`src/rtl/core/assert_macros.svh`:
```
// Assertion macros used by the RTL file that carries concurrent checks.
`ifndef ASSERT_MACROS_SVH
`define ASSERT_MACROS_SVH

// Same-cycle implication, checked at every rising edge outside reset.
`define QDD_ASSERT_NOW(label, clk, rst_n, ante, cons) \
  label: assert property (@(posedge clk) disable iff (!(rst_n)) (ante) |-> (cons)) \
    else $error("same-cycle check failed");

// Next-cycle implication, checked at every rising edge outside reset.
`define QDD_ASSERT_NEXT(label, clk, rst_n, ante, cons) \
  label: assert property (@(posedge clk) disable iff (!(rst_n)) (ante) |=> (cons)) \
    else $error("next-cycle check failed");

`endif

```
`src/rtl/core/qdd_pkg.sv`:
```
// Types and constants of the debounced quadrature decoder.
`default_nettype none

package qdd_pkg;

  localparam int unsigned TIME_W     = 32;
  localparam int unsigned DEBOUNCE_W = 16;
  localparam int unsigned OUT_CNT_W  = 8;
  localparam int unsigned PHASE_W    = 2;

  localparam logic [DEBOUNCE_W-1:0] DEBOUNCE_RESET = 16'd5;

  localparam logic OP_EDGE = 1'b0;
  localparam logic OP_READ = 1'b1;

  typedef enum logic [1:0] {
    DIR_NONE = 2'd0,
    DIR_UP   = 2'd1,
    DIR_DOWN = 2'd2
  } qdd_dir_e;

  // Indexed by {new B, new A, old B, old A}, all as inverted pin levels.
  localparam qdd_dir_e DIR_TABLE [16] = '{
    DIR_NONE, DIR_UP,   DIR_DOWN, DIR_NONE,
    DIR_DOWN, DIR_NONE, DIR_NONE, DIR_UP,
    DIR_UP,   DIR_NONE, DIR_NONE, DIR_DOWN,
    DIR_NONE, DIR_DOWN, DIR_UP,   DIR_NONE
  };

  typedef struct packed {
    qdd_dir_e             dir;
    logic [PHASE_W-1:0]   next_phase;
  } qdd_step_t;

endpackage

`default_nettype wire

```
`src/rtl/core/qdd_if.sv`:
```
// Handshake interfaces for the event channel and the result channel.
`default_nettype none

interface qdd_evt_if import qdd_pkg::*; ();
  logic              valid;
  logic              ready;
  logic              op;
  logic              phase_a;
  logic              phase_b;
  logic [TIME_W-1:0] time_ms;

  modport source (output valid, op, phase_a, phase_b, time_ms, input ready);
  modport sink   (input valid, op, phase_a, phase_b, time_ms, output ready);
endinterface

interface qdd_res_if import qdd_pkg::*; ();
  logic                        valid;
  logic                        ready;
  logic signed [OUT_CNT_W-1:0] count_value;
  logic                        accepted;

  modport source (output valid, count_value, accepted, input ready);
  modport sink   (input valid, count_value, accepted, output ready);
endinterface

`default_nettype wire

```
`src/rtl/core/qdd_step_decode.sv`:
```
// Quadrature transition decoder: direction and new phase from old and raw pins.
`default_nettype none

module qdd_step_decode import qdd_pkg::*; (
  input  logic [PHASE_W-1:0] prev_phase_i,
  input  logic               phase_a_i,
  input  logic               phase_b_i,
  output qdd_step_t          step_o
);

  logic [PHASE_W-1:0] new_phase;
  logic [3:0]         trans_idx;

  // Pins are active low, so the decoded phase is the inverted level.
  assign new_phase = {~phase_b_i, ~phase_a_i};
  assign trans_idx = {new_phase, prev_phase_i};

  assign step_o.dir        = DIR_TABLE[trans_idx];
  assign step_o.next_phase = new_phase;

endmodule

`default_nettype wire

```
`src/rtl/core/quadrature_decoder_debounced_unit.sv`:
```
// Debounced quadrature decoder: one event or read item in, one result item out.
//
// Items arrive on evt_i. With op at edge, the item carries the raw active-low
// levels of pins A and B and a millisecond timestamp; it counts only when the
// wrapping time since the last counted edge is strictly above debounce_ms.
// A counted edge moves the step counter by one step up or down (double steps
// are dropped but still update phase and timestamp). With op at read, the
// result returns the counter and the counter clears.
// Each item yields exactly one result item on res_o. An item goes into an
// input register and its result is computed from there into the result
// register, so a result is offered from the result register, and one item
// per cycle is sustained as long as res_o is taken.
// If the receiver stalls, the result register holds and the input register
// still takes one more item; after that evt_i.ready drops until res_o drains.
// debounce_ms is written through debounce_we_i/debounce_wdata_i, by the user
// only while idle; the block does not enforce it. Reset clears the counter,
// stored phase and timestamp, sets debounce_ms to 5 and empties both registers.
`default_nettype none
`include "assert_macros.svh"

module quadrature_decoder_debounced_unit import qdd_pkg::*; #(
  parameter int unsigned COUNT_WIDTH = 8
) (
  input  logic                  clk_i,
  input  logic                  rst_ni,
  input  logic                  debounce_we_i,
  input  logic [DEBOUNCE_W-1:0] debounce_wdata_i,
  qdd_evt_if.sink               evt_i,
  qdd_res_if.source             res_o
);

  localparam int unsigned ExtW = (COUNT_WIDTH > OUT_CNT_W) ? COUNT_WIDTH : OUT_CNT_W;

  logic [DEBOUNCE_W-1:0]  debounce_q;

  // Input register.
  logic                   in_valid_q;
  logic                   in_op_q;
  logic                   in_a_q;
  logic                   in_b_q;
  logic [TIME_W-1:0]      in_time_q;

  // Decoder state.
  logic [TIME_W-1:0]      last_time_q,  last_time_d;
  logic [PHASE_W-1:0]     prev_phase_q, prev_phase_d;
  logic [COUNT_WIDTH-1:0] count_q,      count_d;

  // Result register.
  logic                   out_valid_q;
  logic [OUT_CNT_W-1:0]   out_count_q,  out_count_d;
  logic                   out_acc_q,    out_acc_d;

  logic                   evt_fire;
  logic                   advance;
  logic                   proc_fire;
  logic [TIME_W-1:0]      elapsed;
  logic                   debounce_pass;
  logic [ExtW-1:0]        count_ext;
  qdd_step_t              step;

  assign advance     = !out_valid_q || res_o.ready;
  assign proc_fire   = in_valid_q && advance;
  assign evt_i.ready = !in_valid_q || advance;
  assign evt_fire    = evt_i.valid && evt_i.ready;

  assign res_o.valid       = out_valid_q;
  assign res_o.count_value = out_count_q;
  assign res_o.accepted    = out_acc_q;

  always_ff @(posedge clk_i or negedge rst_ni) begin
    if (!rst_ni) begin
      debounce_q <= DEBOUNCE_RESET;
    end else if (debounce_we_i) begin
      debounce_q <= debounce_wdata_i;
    end
  end

  always_ff @(posedge clk_i or negedge rst_ni) begin
    if (!rst_ni) begin
      in_valid_q <= 1'b0;
    end else if (evt_fire) begin
      in_valid_q <= 1'b1;
    end else if (advance) begin
      in_valid_q <= 1'b0;
    end
  end

  always_ff @(posedge clk_i) begin
    if (evt_fire) begin
      in_op_q   <= evt_i.op;
      in_a_q    <= evt_i.phase_a;
      in_b_q    <= evt_i.phase_b;
      in_time_q <= evt_i.time_ms;
    end
  end

  qdd_step_decode u_step_decode (
    .prev_phase_i (prev_phase_q),
    .phase_a_i    (in_a_q),
    .phase_b_i    (in_b_q),
    .step_o       (step)
  );

  assign elapsed       = in_time_q - last_time_q;
  assign debounce_pass = elapsed > TIME_W'(debounce_q);
  assign count_ext     = ExtW'(count_q);

  always_comb begin
    last_time_d  = last_time_q;
    prev_phase_d = prev_phase_q;
    count_d      = count_q;
    out_count_d  = '0;
    out_acc_d    = 1'b0;
    if (in_op_q == OP_READ) begin
      out_count_d = count_ext[OUT_CNT_W-1:0];
      count_d     = '0;
    end else if (debounce_pass) begin
      last_time_d  = in_time_q;
      prev_phase_d = step.next_phase;
      out_acc_d    = 1'b1;
      case (step.dir)
        DIR_UP:   count_d = count_q + COUNT_WIDTH'(1);
        DIR_DOWN: count_d = count_q - COUNT_WIDTH'(1);
        default:  count_d = count_q;
      endcase
    end
  end

  always_ff @(posedge clk_i or negedge rst_ni) begin
    if (!rst_ni) begin
      last_time_q  <= '0;
      prev_phase_q <= '0;
      count_q      <= '0;
    end else if (proc_fire) begin
      last_time_q  <= last_time_d;
      prev_phase_q <= prev_phase_d;
      count_q      <= count_d;
    end
  end

  always_ff @(posedge clk_i or negedge rst_ni) begin
    if (!rst_ni) begin
      out_valid_q <= 1'b0;
    end else if (proc_fire) begin
      out_valid_q <= 1'b1;
    end else if (res_o.ready) begin
      out_valid_q <= 1'b0;
    end
  end

  always_ff @(posedge clk_i) begin
    if (proc_fire) begin
      out_count_q <= out_count_d;
      out_acc_q   <= out_acc_d;
    end
  end

  // A counted edge never reports a count; a read never reports a counted edge.
  `QDD_ASSERT_NOW(a_acc_no_count, clk_i, rst_ni,
                  res_o.valid && res_o.accepted, res_o.count_value == '0)

  // A read leaves the counter at zero.
  `QDD_ASSERT_NEXT(a_read_clears, clk_i, rst_ni,
                   proc_fire && (in_op_q == OP_READ), count_q == '0)

  // A rejected edge leaves timestamp, phase and counter untouched.
  `QDD_ASSERT_NEXT(a_reject_holds, clk_i, rst_ni,
                   proc_fire && (in_op_q == OP_EDGE) && !debounce_pass,
                   $stable(last_time_q) && $stable(prev_phase_q) && $stable(count_q))

endmodule

`default_nettype wire

```
`src/flat_wrapper.sv`:
```
// flat-port wrapper written by rule: the top's interface ports become plain ports
module quadrature_decoder_debounced_unit_flat import qdd_pkg::*;
#(
  parameter int unsigned COUNT_WIDTH = 8
)
  (clk_i, rst_ni, debounce_we_i, debounce_wdata_i, evt_i_valid, evt_i_op, evt_i_phase_a, evt_i_phase_b, evt_i_time_ms, evt_i_ready, res_o_valid, res_o_count_value, res_o_accepted, res_o_ready);
  qdd_evt_if evt_i_i ();
  qdd_res_if res_o_i ();
  input  logic clk_i;
  input  logic rst_ni;
  input  logic debounce_we_i;
  input  logic [DEBOUNCE_W-1:0] debounce_wdata_i;
  input wire logic [$bits(evt_i_i.valid)-1:0] evt_i_valid;
  input wire logic [$bits(evt_i_i.op)-1:0] evt_i_op;
  input wire logic [$bits(evt_i_i.phase_a)-1:0] evt_i_phase_a;
  input wire logic [$bits(evt_i_i.phase_b)-1:0] evt_i_phase_b;
  input wire logic [$bits(evt_i_i.time_ms)-1:0] evt_i_time_ms;
  output wire logic [$bits(evt_i_i.ready)-1:0] evt_i_ready;
  output wire logic [$bits(res_o_i.valid)-1:0] res_o_valid;
  output wire logic [$bits(res_o_i.count_value)-1:0] res_o_count_value;
  output wire logic [$bits(res_o_i.accepted)-1:0] res_o_accepted;
  input wire logic [$bits(res_o_i.ready)-1:0] res_o_ready;
  assign evt_i_i.valid = evt_i_valid;
  assign evt_i_i.op = evt_i_op;
  assign evt_i_i.phase_a = evt_i_phase_a;
  assign evt_i_i.phase_b = evt_i_phase_b;
  assign evt_i_i.time_ms = evt_i_time_ms;
  assign evt_i_ready = evt_i_i.ready;
  assign res_o_valid = res_o_i.valid;
  assign res_o_count_value = res_o_i.count_value;
  assign res_o_accepted = res_o_i.accepted;
  assign res_o_i.ready = res_o_ready;
  quadrature_decoder_debounced_unit #(.COUNT_WIDTH(COUNT_WIDTH)) u_core (.clk_i(clk_i), .rst_ni(rst_ni), .debounce_we_i(debounce_we_i), .debounce_wdata_i(debounce_wdata_i), .evt_i(evt_i_i), .res_o(res_o_i));
endmodule
```
`config.mk`:
```
export PLATFORM = sky130hd
export DESIGN_NAME = quadrature_decoder_debounced_unit_flat
export DESIGN_NICKNAME = d
export VERILOG_FILES = /design/src/rtl/core/qdd_pkg.sv /design/src/rtl/core/qdd_if.sv /design/src/rtl/core/qdd_step_decode.sv /design/src/rtl/core/quadrature_decoder_debounced_unit.sv /design/src/flat_wrapper.sv
export VERILOG_INCLUDE_DIRS = /design/src /design/src/rtl/core
export SDC_FILE = /design/constraint.sdc
export NUM_CORES = 1
export LEC_CHECK = 0
export ABC_CLOCK_PERIOD_IN_PS = 7600
export BUFFER_PORTS_ARGS = -buffer_cell sky130_fd_sc_hd__buf_2
export CORE_MARGIN = 2
export CORE_UTILIZATION = 55
export CTS_CLUSTER_DIAMETER = 30
export CTS_CLUSTER_SIZE = 40
export DETAILED_ROUTE_END_ITERATION = 12
export PLACE_DENSITY = 0.75
export SLEW_MARGIN = 0
export SYNTH_ARGS = -nofsm -noshare
export SYNTH_HDL_FRONTEND = slang
export SYNTH_HIERARCHICAL = 1
export SYNTH_SLANG_ARGS = --single-unit
```
`constraint.sdc`:
```
create_clock -name clk_i -period 7.6 [get_ports clk_i]
set_input_delay 1.52 -clock clk_i [delete_from_list [all_inputs] [get_ports clk_i]]
set_output_delay 1.52 -clock clk_i [all_outputs]
set_load 0.005 [all_outputs]
```
==> flow_summary.json <==
{
  "hold_path_class": "reg -> reg",
  "grt_max_degree": 61,
  "switching_power_mw": 0.7772,
  "cp_slowest_stage_delay_ns": 0.60,
  "numCtsBuffers": 9,
  "antennaDiodeCount": 0,
  "viasPerCell": 5.794,
  "yosys_warnings": 6,
  "status": "completed",
  "synth_area_leaders": "dfrtp_1 (22%), edfxtp_1 (20%), ha_1 (10%)",
  "hold_buffers": 0,
  "place_congestion": 0.9241,
  "clock_latency_ns": 0.35,
  "setup_viol_count_final": 0,
  "dr_total_vias": 4954,
  "cp_cell_sequence": "inv_1 > ha_1 > fa_1 > nand2b_1 > a21oi_1 > o21ai_2 > nor2_1 > nor2_1 > o21bai_1 > a21oi_1 > xnor2_1 > ha_1 > nand4_1 > inv_1 > a221o_1 > o31a_1 > a2111oi_4 > nand4_1 > nor4b_2 > a31oi_1 > and2_2 > mux2_4",
  "grtUsageTotal_pct": 23.06,
  "final_core_util_pct": 61.37,
  "drc": 0,
  "initial_core_util_pct": 55.93,
  "fin_crit_sh_pct": 73.24,
  "die_h_um": 114.1,
  "hold_ws_ns": 0.4986,
  "ctsResizeCount": 0,
  "finalCriticalPeriod_ns": 5.567,
  "fin_cells": 855,
  "crit_slowest_cell": "and2_2",
  "p_int_mw": 1.345,
  "io_pins": 67,
  "drv_cap": 0,
  "syn_area_per_cell_um2": 10.31,
  "drv_slew": 0,
  "initialDrtViolationCount": 330,
  "synthToLayoutAreaGrowth_pct": 9.709,
  "drtPass1Iterations": 5,
  "dieArea_um2": 13010,
  "seq_area_um2": 2825,
  "dp.final_hpwl_um": 10470,
  "clock-sinks": 104,
  "synth.top_cell.area_share_pct": 21.78,
  "die_x_um": 114.1,
  "clockBufferDepth": 2,
  "cts_setup_buffers": 0,
  "power.clock.fraction_pct": 21.1,
  "critPathKind": "reg -> reg",
  "power_density_nw_per_um2": 290.3,
  "synth_area_um2": 6663,
  "crit_required_ns": 7.83,
  "synthCells": 646,
  "coreArea_um2": 11910,
  "tightest_slew_ns": 1.215,
  "seq_power_share_pct": 34.7,
  "cp_data_arrival_time_ns": 5.79,
  "wl_per_cell_um": 16.40,
  "synth_edf_count": 44,
  "cts_tree": "built",
  "synth_area_leader_cell": "dfrtp_1",
  "clockRootBuffer": "clkbuf_16",
  "async_flop_share_pct": 57.69,
  "grt_pass1_vias": 5069,
  "switching_share_pct": 36.63,
  "port_buffers": 66,
  "drive_gt1_share_pct": 18.36,
  "synth_top_flop_cell": "dfrtp_1",
  "p_leak_nw": 3.270,
  "tns_ns": 0,
  "nets": 814,
  "hold_viol": 0,
  "start_kind": "register",
  "worst_clock_skew_ns": 0.009875,
  "ir_drop_mv": 0.1507,
  "ys_ff_latch": 104,
  "grt_overflow": 0,
  "grt_antenna_before_repair": 0,
  "cts_max_level": 3,
  "synth.distinct_cells": 74,
  "drt_wl_total_um": 14030,
  "rows": 40,
  "crit_path_end_kind": "register",
  "antenna_left": 0,
  "slew_headroom_pct": 18.61,
  "p_total_mw": 2.122,
  "synth_nets": 757,
  "max_freq_ghz": 0.1796,
  "dp_cells": 839,
  "synth-seq-area-share_pct": 42.40,
  "combPwrFrac_pct": 44.2,
  "multiInputGateArea_um2": 3397,
  "path_clk_slew_ns": 0.07,
  "worst-path-max-fanout": 34,
  "fillers": 998,
  "rsz0062_at_grt": "false",
  "grt_first_pass_wirelength_um": 23670
}
synthesized netlist by cell type, types with 3 or more instances:
cell type and count:
a21boi_0 4, nand2_1 51, edfxtp_1 44, xor2_1 7
o22ai_1 3, mux2_2 6, o21bai_1 7, buf_4 3
nand4_1 11, mux2_4 30, o21ai_1 3, nand3_1 12
a221o_1 3, a2111oi_0 3, o21ai_0 34, o311ai_0 5
inv_1 73, nor2_1 31, o211ai_1 11, xnor2_1 22
a211oi_1 4, and2_1 13, a31oi_1 4, buf_6 3
ha_1 53, clkbuf_1 11, a21o_1 11, nor3_1 8
nand2b_1 6, nor2b_1 5, buf_12 3, dfrtp_1 58
a21oi_1 49, o21a_1 4
sequential cells by signal, summed over array words and instances (netlist names):
name	cells
u_core/count_ext	8
u_core/debounce_q	16
u_core/in_a_q	1
u_core/in_b_q	1
u_core/in_op_q	1
u_core/in_time_q	32
u_core/in_valid_q	1
u_core/last_time_q	32
u_core/prev_phase_q	2
u_core/res_o.accepted	1
u_core/res_o.count_value	8
u_core/res_o.valid	1
logic make-up (layout without fill, tap and decap cells):
logic type | Yosys count | count (layout) | synth area share [%]
and+or+nand+nor | 153 | 153 | 11.29
adders and majority gates | 55 | 55 | 10.55
buffers and inverters | 95 | 157 | 6.629
xor gates and xnor gates | 29 | 29 | 3.812
AOI/OAI and AO/OA | 173 | 173 | 17.39
muxes | 37 | 37 | 7.925
DFF | 104 | 104 | 42.40
layout make-up:
cell class	instances	share of cell area [%]
Sequential cell	104	38.65
Tap cell	147	2.516
Timing Repair Buffer	68	4.724
Inverter	73	3.749
Multi-Input combinational cell	447	46.47
Clock buffer	12	3.235
Clock inverter	4	0.6505
worst max-delay path: cells and delay by family, from the launching register on:
kind / cells / cell delay, ns
fa+ha+maj: 3 / 0.91
mux: 1 / 0.45
xor+xnor: 1 / 0.14
buf+inv: 2 / 0.11
compound gates: 8 / 1.66
simple gates: 7 / 1.80
flops: 1 / 0.35
power groups by stage:
stage / registers (mW) / logic [mW] / clock network [mW]
floorplan: 0.730 / 0.734 / 0
global placement: 0.743 / 0.889 / 0
detailed placement: 0.746 / 0.921 / 0
CTS: 0.737 / 0.932 / 0.460
global route: 0.748 / 1.06 / 0.478
finish: 0.736 / 0.938 / 0.448
layout by cell type, fill, tap and decap left out, types with 3 or more instances in the layout:
cell / netlist / routed
nor3_1: 8 / 8
mux2_4: 30 / 30
a211oi_1: 4 / 4
nand3_1: 12 / 12
a21oi_1: 49 / 49
a21boi_0: 4 / 4
a2111oi_0: 3 / 3
inv_1: 73 / 73
o21bai_1: 7 / 7
o21ai_0: 34 / 34
nor2b_1: 5 / 5
mux2_2: 6 / 6
o22ai_1: 3 / 3
clkbuf_1: 11 / 3
clkbuf_16: 0 / 9
dfrtp_1: 58 / 58
xor2_1: 7 / 7
nand2_1: 51 / 51
o211ai_1: 11 / 11
edfxtp_1: 44 / 44
o21a_1: 4 / 4
xnor2_1: 22 / 22
and2_1: 13 / 12
nand4_1: 11 / 11
o21ai_1: 3 / 3
o311ai_0: 5 / 5
a31oi_1: 4 / 4
nor2_1: 31 / 31
a221o_1: 3 / 3
buf_2: 2 / 66
a21o_1: 11 / 11
nand2b_1: 6 / 6
ha_1: 53 / 53
routing by layer:
| metal | track usage [%] | vias to the layer above | part of all wire, % |
|---|---|---|---|
| li1 | - | 2430 | - |
| met3 | 3.494 | 18 | 3.8 |
| met5 | 0 | - | 0 |
| met4 | 8.780 | 0 | 1.8 |
| met2 | 38.73 | 105 | 48 |
| met1 | 30.31 | 2401 | 47 |
path summary, 6_finish.rpt:
check / from / end / slack, ns / cells after the start
min in group asynchronous: rst_ni / u_core/last_time_q[13]$_DFFE_PN0P_ / 1.33 / 2
max: u_core/in_time_q[0]$_DFFE_PP_ / u_core/last_time_q[10]$_DFFE_PN0P_ / 2.03 / 22
max in group asynchronous: rst_ni / u_core/last_time_q[1]$_DFFE_PN0P_ / 5.76 / 2
max reg2reg: u_core/in_time_q[0]$_DFFE_PP_ / u_core/last_time_q[10]$_DFFE_PN0P_ / 2.03 / 22
min: u_core/in_valid_q$_DFFE_PN0P_ / u_core/res_o.valid$_DFFE_PN0P_ / 0.50 / 1
min reg2reg: u_core/in_valid_q$_DFFE_PN0P_ / u_core/res_o.valid$_DFFE_PN0P_ / 0.50 / 1
metrics by stage:
stage               worst slack, ns  instance area (um^2)
floorplan                     2.880                  6663
global route                  1.562                  7310
global placement              2.292                  7025
CTS                           2.063                  7310
finish                        2.034                  7310
detailed placement            2.096                  7025
Power figures use the tool's default switching activity.
